**src/hdl/b64d_pkg.sv**
```systemverilog
package b64d_pkg;

    // One character of base64 text as it arrives on the input channel.
    typedef struct packed {
        logic [7:0] text_char;
        logic       end_of_text;
    } in_item_t;

    // One result as it leaves on the output channel.
    typedef struct packed {
        logic [7:0] data_byte;
        logic       has_byte;
        logic       message_done;
        logic       bad_char;
    } out_item_t;

    localparam int unsigned MaxResults = 3;

    // The results caused by one character, with their count (0 to 3).
    typedef struct packed {
        logic [1:0]                      count;
        out_item_t [MaxResults-1:0]      res;
    } result_group_t;

    localparam logic [7:0] PadChar = 8'h3D;

    typedef struct packed {
        logic       valid;
        logic [5:0] value;
    } sextet_t;

    // Maps a character of the standard alphabet to its six-bit value.
    function automatic sextet_t sextet_of(input logic [7:0] ch);
        sextet_t s;
        s.valid = 1'b1;
        s.value = 6'd0;
        if (ch >= 8'h41 && ch <= 8'h5A) begin
            s.value = 6'(ch - 8'h41);
        end
        else if (ch >= 8'h61 && ch <= 8'h7A) begin
            s.value = 6'(ch - 8'h61 + 8'd26);
        end
        else if (ch >= 8'h30 && ch <= 8'h39) begin
            s.value = 6'(ch - 8'h30 + 8'd52);
        end
        else if (ch == 8'h2B) begin
            s.value = 6'd62;
        end
        else if (ch == 8'h2F) begin
            s.value = 6'd63;
        end
        else begin
            s.valid = 1'b0;
        end
        return s;
    endfunction

endpackage

```
**src/hdl/b64d_decode.sv**
```systemverilog
module b64d_decode
    import b64d_pkg::*;
(
    input  logic          clk,
    input  logic          rst_n,
    input  logic          advance,
    input  in_item_t      item,
    output result_group_t group
);

    logic [17:0] acc_reg, acc_next;
    logic [1:0]  count_reg, count_next;
    logic        pad_reg, pad_next;
    logic        abort_reg, abort_next;

    always_ff @(posedge clk or negedge rst_n)
    begin
        if (!rst_n)
        begin
            acc_reg   <= '0;
            count_reg <= '0;
            pad_reg   <= 1'b0;
            abort_reg <= 1'b0;
        end
        else if (advance)
        begin
            acc_reg   <= acc_next;
            count_reg <= count_next;
            pad_reg   <= pad_next;
            abort_reg <= abort_next;
        end
    end

    always_comb
    begin
        sextet_t     sx;
        logic        bad_hit;
        logic [23:0] grp;
        logic [1:0]  n;

        sx         = sextet_of(item.text_char);
        bad_hit    = 1'b0;
        grp        = {acc_reg, sx.value};
        n          = 2'd0;
        group      = '0;
        acc_next   = acc_reg;
        count_next = count_reg;
        pad_next   = pad_reg;
        abort_next = abort_reg;

        if (!abort_reg && !pad_reg)
        begin
            if (item.text_char == PadChar)
            begin
                pad_next = 1'b1;
            end
            else if (!sx.valid)
            begin
                bad_hit    = 1'b1;
                abort_next = 1'b1;
                group.res[0] = '{data_byte: 8'd0, has_byte: 1'b0,
                                 message_done: item.end_of_text, bad_char: 1'b1};
                n = 2'd1;
            end
            else if (count_reg == 2'd3)
            begin
                group.res[0] = '{data_byte: grp[23:16], has_byte: 1'b1,
                                 message_done: 1'b0, bad_char: 1'b0};
                group.res[1] = '{data_byte: grp[15:8], has_byte: 1'b1,
                                 message_done: 1'b0, bad_char: 1'b0};
                group.res[2] = '{data_byte: grp[7:0], has_byte: 1'b1,
                                 message_done: 1'b0, bad_char: 1'b0};
                n          = 2'd3;
                acc_next   = '0;
                count_next = 2'd0;
            end
            else
            begin
                acc_next   = {acc_reg[11:0], sx.value};
                count_next = count_reg + 2'd1;
            end
        end

        if (item.end_of_text && !bad_hit)
        begin
            // Flush a partial group: n sextets give n-1 bytes.
            if (!abort_next)
            begin
                if (count_next == 2'd3)
                begin
                    group.res[0] = '{data_byte: acc_next[17:10], has_byte: 1'b1,
                                     message_done: 1'b0, bad_char: 1'b0};
                    group.res[1] = '{data_byte: acc_next[9:2], has_byte: 1'b1,
                                     message_done: 1'b0, bad_char: 1'b0};
                    n = 2'd2;
                end
                else if (count_next == 2'd2)
                begin
                    group.res[0] = '{data_byte: acc_next[11:4], has_byte: 1'b1,
                                     message_done: 1'b0, bad_char: 1'b0};
                    n = 2'd1;
                end
            end
            case (n)
                2'd1: group.res[0].message_done = 1'b1;
                2'd2: group.res[1].message_done = 1'b1;
                2'd3: group.res[2].message_done = 1'b1;
                default:
                begin
                    group.res[0] = '{data_byte: 8'd0, has_byte: 1'b0,
                                     message_done: 1'b1, bad_char: abort_next};
                    n = 2'd1;
                end
            endcase
        end

        if (item.end_of_text)
        begin
            acc_next   = '0;
            count_next = 2'd0;
            pad_next   = 1'b0;
            abort_next = 1'b0;
        end

        group.count = n;
    end

endmodule

```
**src/hdl/b64d_serializer.sv**
```systemverilog
module b64d_serializer
    import b64d_pkg::*;
(
    input  logic          clk,
    input  logic          rst_n,
    input  logic          load,
    input  result_group_t group,
    output logic          load_ready,
    output logic          result_valid,
    input  logic          result_stall,
    output out_item_t     result_item
);

    logic [1:0]                 count_reg, count_next;
    logic [1:0]                 idx_reg, idx_next;
    out_item_t [MaxResults-1:0] res_reg;
    logic                       taken;
    logic                       last;

    assign result_valid = (count_reg != 2'd0);
    assign taken        = result_valid && !result_stall;
    assign last         = (idx_reg == count_reg - 2'd1);
    assign load_ready   = !result_valid || (taken && last);

    always_comb
    begin
        case (idx_reg)
            2'd0:    result_item = res_reg[0];
            2'd1:    result_item = res_reg[1];
            2'd2:    result_item = res_reg[2];
            default: result_item = res_reg[0];
        endcase
    end

    always_comb
    begin
        count_next = count_reg;
        idx_next   = idx_reg;
        if (taken)
        begin
            if (last)
            begin
                count_next = 2'd0;
                idx_next   = 2'd0;
            end
            else
            begin
                idx_next = idx_reg + 2'd1;
            end
        end
        if (load)
        begin
            count_next = group.count;
            idx_next   = 2'd0;
        end
    end

    always_ff @(posedge clk or negedge rst_n)
    begin
        if (!rst_n)
        begin
            count_reg <= '0;
            idx_reg   <= '0;
        end
        else
        begin
            count_reg <= count_next;
            idx_reg   <= idx_next;
        end
    end

    always_ff @(posedge clk)
    begin
        if (load)
        begin
            res_reg <= group.res;
        end
    end

endmodule

```
**src/hdl/base64_stream_decoder_unit.sv**
```systemverilog
// Flow: a character taken into the input register moves on to the output stage when that
// stage is free; its results then follow one per cycle while result_stall is low.
// Throughput: one character per cycle while result_stall is low, but a character with
// two or three results (a full group gives three) holds the next back while they drain.
// Reset: rst_n is asynchronous and active low; it empties the input and output registers
// and clears the sextet accumulator, count, padding and abort flags.
module base64_stream_decoder_unit
    import b64d_pkg::*;
(
    input  logic      clk,
    input  logic      rst_n,
    input  logic      text_valid,
    output logic      text_stall,
    input  in_item_t  text_item,
    output logic      result_valid,
    input  logic      result_stall,
    output out_item_t result_item
);

    // The input register holds one request. It may take a new request whenever it is
    // empty or its current one moves on to the decoder in the same cycle, so one request
    // can wait here while earlier results are still draining from the output.
    logic          in_valid_reg;
    in_item_t      in_item_reg;
    logic          load_ready;
    logic          advance;
    logic          text_take;
    result_group_t group;

    assign advance    = in_valid_reg && load_ready;
    assign text_stall = in_valid_reg && !load_ready;
    assign text_take  = text_valid && !text_stall;

    always_ff @(posedge clk or negedge rst_n)
    begin
        if (!rst_n)
        begin
            in_valid_reg <= 1'b0;
        end
        else if (text_take)
        begin
            in_valid_reg <= 1'b1;
        end
        else if (advance)
        begin
            in_valid_reg <= 1'b0;
        end
    end

    always_ff @(posedge clk)
    begin
        if (text_take)
        begin
            in_item_reg <= text_item;
        end
    end

    // The decoder works out, in one pass, every result the held character causes and
    // the decoder state it leaves behind. The state is committed only when the
    // character moves on, which happens when the output stage can take its results.
    b64d_decode u_decode (
        .clk     (clk),
        .rst_n   (rst_n),
        .advance (advance),
        .item    (in_item_reg),
        .group   (group)
    );

    // The output stage stores up to three results and presents them one at a time.
    // A character that causes no result leaves it untouched.
    b64d_serializer u_serializer (
        .clk          (clk),
        .rst_n        (rst_n),
        .load         (advance && (group.count != 2'd0)),
        .group        (group),
        .load_ready   (load_ready),
        .result_valid (result_valid),
        .result_stall (result_stall),
        .result_item  (result_item)
    );

endmodule

```
**config.mk**
```make
export PLATFORM = sky130hd
export DESIGN_NAME = base64_stream_decoder_unit
export DESIGN_NICKNAME = d
export VERILOG_FILES = /design/src/hdl/b64d_pkg.sv /design/src/hdl/b64d_decode.sv /design/src/hdl/b64d_serializer.sv /design/src/hdl/base64_stream_decoder_unit.sv
export SDC_FILE = /design/constraint.sdc
export NUM_CORES = 1
export LEC_CHECK = 0
export ABC_AREA = 1
export BUFFER_PORTS_ARGS = -buffer_cell sky130_fd_sc_hd__buf_2
export CAP_MARGIN = 20
export CORE_MARGIN = 2
export CORE_UTILIZATION = 50
export DETAILED_ROUTE_END_ITERATION = 6
export GPL_TIMING_DRIVEN = 0
export PLACE_DENSITY = 0.71
export SYNTH_ARGS = -nofsm -noshare
export SYNTH_HDL_FRONTEND = slang
export SYNTH_SLANG_ARGS = --single-unit
```
**constraint.sdc**
```tcl
create_clock -name clk -period 8.7 [get_ports clk]
set_input_delay 0.87 -clock clk [delete_from_list [all_inputs] [get_ports clk]]
set_output_delay 0.87 -clock clk [all_outputs]
set_load 0.01 [all_outputs]
```
Yosys cells after proc, flatten, opt, wreduce, memory -nomap -nowiden
Cells that the tools add are included.
{ "word_totals": {"reg_bits": 69, "in_bits": 13, "output_inout_bits": 13} }
{ "op_classes": {"addsub": 8, "order_cmp": 6, "eq_ne": 13, "n_mux": 65, "bitwise_logic": 3, "n_reduce_logical": 34} }
{ "op_table": {"columns": ["op", "n"], "rows": [
  ["18-bit 2-to-1 mux", 5],
  ["24-bit 2-to-1 mux", 2],
  ["11-bit 2-to-1 mux", 4],
  ["22-bit 2-to-1 mux", 2],
  ["2-bit 2-to-1 mux", 21],
  ["6-bit 2-to-1 mux", 5],
  ["25-bit 2-to-1 mux", 1],
  ["8-bit by 6-bit equality test with 1-bit output (second input constant)", 3],
  ["1-bit 2-to-1 mux", 22],
  ["11-bit case mux with 2 select lines", 1],
  ["8-bit by 7-bit greater-or-equal comparator with 1-bit output (second input constant)", 2],
  ["8-bit by 7-bit <= comparator with 1-bit output (second input constant)", 2],
  ["2-bit nonzero test", 8],
  ["13-bit 2-to-1 mux", 1],
  ["2-bit equality test (second input constant)", 6],
  ["6-bit subtractor (second input constant)", 2],
  ["1-bit logical AND", 11],
  ["9-bit 2-to-1 mux", 1],
  ["8-bit by 6-bit greater-or-equal comparator with 1-bit output (second input constant)", 1],
  ["8-bit by 6-bit <= comparator with 1-bit output (second input constant)", 1],
  ["1-bit logical NOT", 7],
  ["6-bit by 5-bit adder with 6-bit output (second input constant)", 1],
  ["6-bit adder (second input constant)", 1],
  ["3-bit OR reduction", 2],
  ["other kinds (13)", 17]
]} }

Longest topological paths before layout
{ "depth": {"word_depth": 22, "ltp_mapped": 21, "mapped_depth_nobuf": 20} }

By module
A second synthesis with hierarchy kept.
{ "unflattened": {"cells_unflattened": 529, "area_unflattened_um2": 4350.4} }
{ "modules_own_cells": {"columns": ["mod", "instances", "cells_each", "area_each_um2", "seq_area_each_um2"], "rows": [
  ["b64d_decode", 1, 392, 2539.9, 550.5],
  ["b64d_serializer", 1, 117, 1475.2, 1091.0],
  ["base64_stream_decoder_unit", 1, 20, 335.3, 295.3]
]} }

Worst setup path after synthesis
OpenSTA, ideal clock, no wires.
{ "synth_timing": {"kind": "flip-flop to flip-flop", "startpoint": "register in_item_reg[3] in the netlist's numbering", "endpoint": "register u_serializer.res_reg[0] in the netlist's numbering, enable pin", "setup_time_ns": 0.386, "arrival_ns": 2.408, "required_time_ns": 8.314, "path_slack_ns": 5.907, "path_stages_with_launch": 16, "synth_period_minus_slack_ns": 2.793, "path_cell_list": "edfxtp_1 > buf_2 > inv_2 > ha_1 > nand2_1 > nand2_1 > nand2_1 > nand2_4 > nand2_4 > inv_2 > nand3_4 > nor2_4 > a21oi_1 > nand2_1 > nand2_1 > inv_1"} }
{ "synth_between": {"elab_chain_cells": 20, "elab_cells_between_ends": 45, "classes_between": "6 x order compare; 8 x eq/ne; 23 x mux; 8 x reduce/logical"} }
{ "synth_rtl": {"columns": ["element", "line_no", "rtl"], "rows": [
  ["start, declared", "base64_stream_decoder_unit.sv:24", "in_item_t in_item_reg;"],
  ["start signal, assigned", "base64_stream_decoder_unit.sv:54", "in_item_reg <= text_item;"],
  ["parallel branches: the longest is 17 deep, another holds 8-bit by 6-bit greater-or-equal comparator with 1-bit output", null, null],
  ["2-bit 2-to-1 mux *", "b64d_decode.sv:84", "if (item.end_of_text && !bad_hit)"],
  ["2-bit nonzero test *", "base64_stream_decoder_unit.sv:74", ".load (advance && (group.count != 2'd0)),"],
  ["1-bit logical AND *", "base64_stream_decoder_unit.sv:74", null],
  ["via u_serializer.load", "b64d_serializer.sv:6", "input logic load,"],
  ["end signal, assigned", "b64d_serializer.sv:76", "res_reg <= group.res;"],
  ["end, declared", "b64d_serializer.sv:16", "out_item_t [MaxResults-1:0] res_reg;"]
]} }
Mark *: on every way through the listed nets, which the timed path passes. The select of a mux whose other input is x is not followed.
A chain may end at the register's enable or synchronous reset.

==> summary.md <==
| Metric | Value |
|---|---|
| Post-synthesis simple-gate area fraction | `26.9%` |
| Most frequent cells in the layout | `141 x nand2_1, 65 x inv_1, 51 x nor2_1, 42 x a21oi_1, 40 x edfxtp_1` |
| Global-route wire length before repair | `17200 um` |
| Depth of the CTS H-tree | `3` |
| Total gr overflow | `0` |
| Headroom to the max-slew limit | `between 50% and 60%` |
| Clock Path Buffers | `2` |
| Die Height | `95.5 um` |
| Compound-Gate Fraction of Synth Area | `13.7%` |
| Syn_area_per_cell | `~8 um2` |
| Number of detailed-route iterations in the first pass | `4` |
| Crit path required time | `8.81 ns` |
| Post-Synth XOR/XNOR Area | `1.47%` |
| Slew Viols, Final | `0` |
| Endpoints failing setup | `0` |
| CP Cell Sequence | `buf_2 > inv_2 > ha_1 > nand2_1 > nand3_1 > nand2_1 > inv_1 > nand2_1 > nand2_4 > nand3_4 > nand3_1 > buf_2 > o22ai_1 > inv_1 > nand2_1 > nand2_1 > nand2_1 > nand2_1 > nand2_1` |
| WL/cell | `15.5 um` |
| Leak Pwr | `0.00217 uW` |
| Synth Flop Type | `edfxtp_1` |
| Antenna viol nets, final | `0` |
| Reg2reg end | `u_serializer.res_reg[5]` |
| TNS Setup | `0 ns` |
| GR Util All Layers | `25.3%` |
| Post-Syn Instances | `531` |
| Fill count | `about 790` |
| Vias in the first global route | `3419` |
| Synth Area in Adders | `between 3 and 4%` |
| Dpl hpwl | `7680 um` |
| Area contributors post-synth | `edfxtp_1 29%, dfrtp_1 16%, nand2_1 13%` |
| 1st-iter DRT viols | `roughly 260` |
| RSZ-0062 raised after global routing | `false` |
| Ports | `26` |
| R2R cell count | `19` |
| Fin nets | `about 590` |
| Worst R2R Start | `in_item_reg[3]` |
| CTS tree | `built` |
| Cts hold-fix bufs | `0` |
| GP Congestion | `roughly 0.97` |
| CP max-delay cell | `edfxtp_1` |
| Root Driver | `clkbuf_8` |
| Max-cap violations | `0` |
| Final-report hold violation count | `0` |
| Most common cell after layout, fill and taps aside | `nand2_1` |
| Reg power frac | `30.0%` |
| Combinational Power Share | `about half` |
| Vias per cell | `5.38` |
| Status | `completed` |
| Crit share post-route | `34.1%` |
| CTS Sinks | `between 60 and 70` |
| Synth top area share | `28.7%` |
| CP top delay family | `simple AND/OR/NAND/NOR gates` |
| Flops & latches, synth | `67` |
| Startpoint Class | `register` |
| Max reg flops | `31` |
| Worst VDD drop | `0.000142 V` |
| Post-synthesis mux area share | `0%` |
| CP Launch Point | `in_item_reg[3]` |
| Clock-pin slew on the worst setup and hold paths | `0.08 ns` |
| Buf/Inv on CP | `5` |
| Gates resized, CTS repair | `0` |
| DIE WIDTH | `~95 um` |
| CTS Buf Count | `9` |
| Yosys top cell by area | `edfxtp_1` |
| Syn_nets | `557` |
| Share of layout cells above drive strength 1 | `between 10% and 20%` |
| Async set-reset flop share out of synthesis | `around two fifths` |
| Critical path's largest stage delay | `0.42 ns` |
| Critical Path Sink Type | `register` |
| Layout Skew | `0.00975 ns` |
| Crit-path most repeated cell | `nand2_1` |
| Worst slew pin tran | `0.677 ns` |
| # Post-CTS Setup Buffers | `0` |
| Core Footprint | `0.00818 mm2` |
| Switching power share of the total | `45.4%` |
| Maximum clock rate | `337 MHz` |
| WP data arrival | `between 3 and 4 ns` |
| DRC | `0` |
| Area grow syn2layout | `13.1%` |
| Synth Cell Area | `0.00418 mm2` |
| Clk_lat worst skew | `~0.36 ns` |
| Port bufs | `25` |
| Synthesis Warnings | `0` |
| Rows | `33` |
| Hold WC Path Type | `in -> async` |
| Crit path max fanout | `10` |
| Initial antenna violation count | `0` |
| Die footprint | `0.00911 mm2` |
| Tot Pwr | `1800 uW` |
| Post-synth EDFFs | `40` |
| Initial Util | `around 51%` |
| Post-layout min period | `2.96 ns` |
| Register area share after synthesis | `44.9%` |
| PD cells | `around 380 mW/mm2` |
| Critical path class | `reg -> reg` |
| Count of cell types in the netlist | `42` |
| Post-Route WL | `10500 um` |
| Sw Pwr | `819 uW` |
| Antenna diodes | `0` |
| Int Pwr | `984 uW` |
| Vias | `3645` |
| Clk pwr share | `19.5%` |
| Main combinational cell family by area after synthesis | `simple AND/OR/NAND/NOR gates` |
| R2R setup slack | `5.74 ns` |
| Largest net degree at the start of global routing | `32` |
[Yosys cell counts (8+ instances only)]
| cell type | instances |
|---|---|
| nand2_1 | 141 |
| ha_1 | 13 |
| o21ai_0 | 29 |
| a21oi_1 | 42 |
| clkbuf_1 | 8 |
| dfrtp_1 | 27 |
| nand3_1 | 25 |
| inv_1 | 65 |
| inv_2 | 9 |
| o22ai_1 | 23 |
| nor2_1 | 51 |
| edfxtp_1 | 40 |
[how the worst max path moves through the flow]
stage	end	depth (start not counted)
CTS	u_serializer.res_reg[16]	15
finish	u_serializer.res_reg[5]	19
global placement	u_serializer.res_reg[20]	14
detailed placement	u_serializer.res_reg[19]	14
floorplan	u_serializer.res_reg[0]	15
global route	u_serializer.res_reg[5]	19
[per-stage QoR]
step	setup WS (ns)	area [um2]	std cells	util, %	hold slack [ns]
5_1_grt	5.50	4730	678	57.9	0.562
3_5_place_dp	5.36	4440	661	54.3	0.539
6_report	5.74	4730	678	57.9	0.540
3_3_place_gp	5.39	4440	661	54.3	0.537
4_1_cts	5.34	4700	677	57.5	0.554
2_1_floorplan	5.91	4180	531	-	0.497
[power by group through the flow]
stage	clock, uW	sequential, uW	combinational [uW]
floorplan	0	527	640
global placement	0	543	859
detailed placement	0	549	874
CTS	355	543	881
global route	370	553	1020
finish	352	540	911
[per-layer routing]
layer,vias to the layer above,wire length [um],global-route usage [%]
met4,0,117,6.90
met2,106,5040,40.1
met1,1706,4740,34.9
met3,10,597,5.85
li1,1823,-,-
met5,-,0,0
[area by class of cell]
cell class                 count  area (um2)  area share (%)
multi-input combinational    372        1920            40.7
sequential                    67        1880            39.7
inverter                      76         287            6.06
timing repair buffer          26         153            3.23
clock inverter                 6         138            2.91
tap                          105         131            2.78
clock buffer                  10         128            2.70
buffer                        16        95.1            2.01
[worst reg2reg max path: stages, from the launching register on]
cell      delay [ns]
edfxtp_1        0.42
buf_2           0.20
inv_2           0.12
ha_1            0.23
nand2_1         0.09
nand3_1         0.07
nand2_1         0.05
inv_1           0.05
nand2_1         0.11
nand2_4         0.15
nand3_4         0.16
nand3_1         0.25
buf_2           0.31
o22ai_1         0.10
inv_1           0.11
nand2_1         0.06
nand2_1         0.07
nand2_1         0.04
nand2_1         0.07
nand2_1         0.06
[kinds of logic after synthesis]
logic type | count (synthesis)
simple gates | 248
compound gates | 104
buf+inv | 92
flops | 67
fa+ha+maj | 13
xor+xnor | 7
Power figures use the tool's default switching activity.
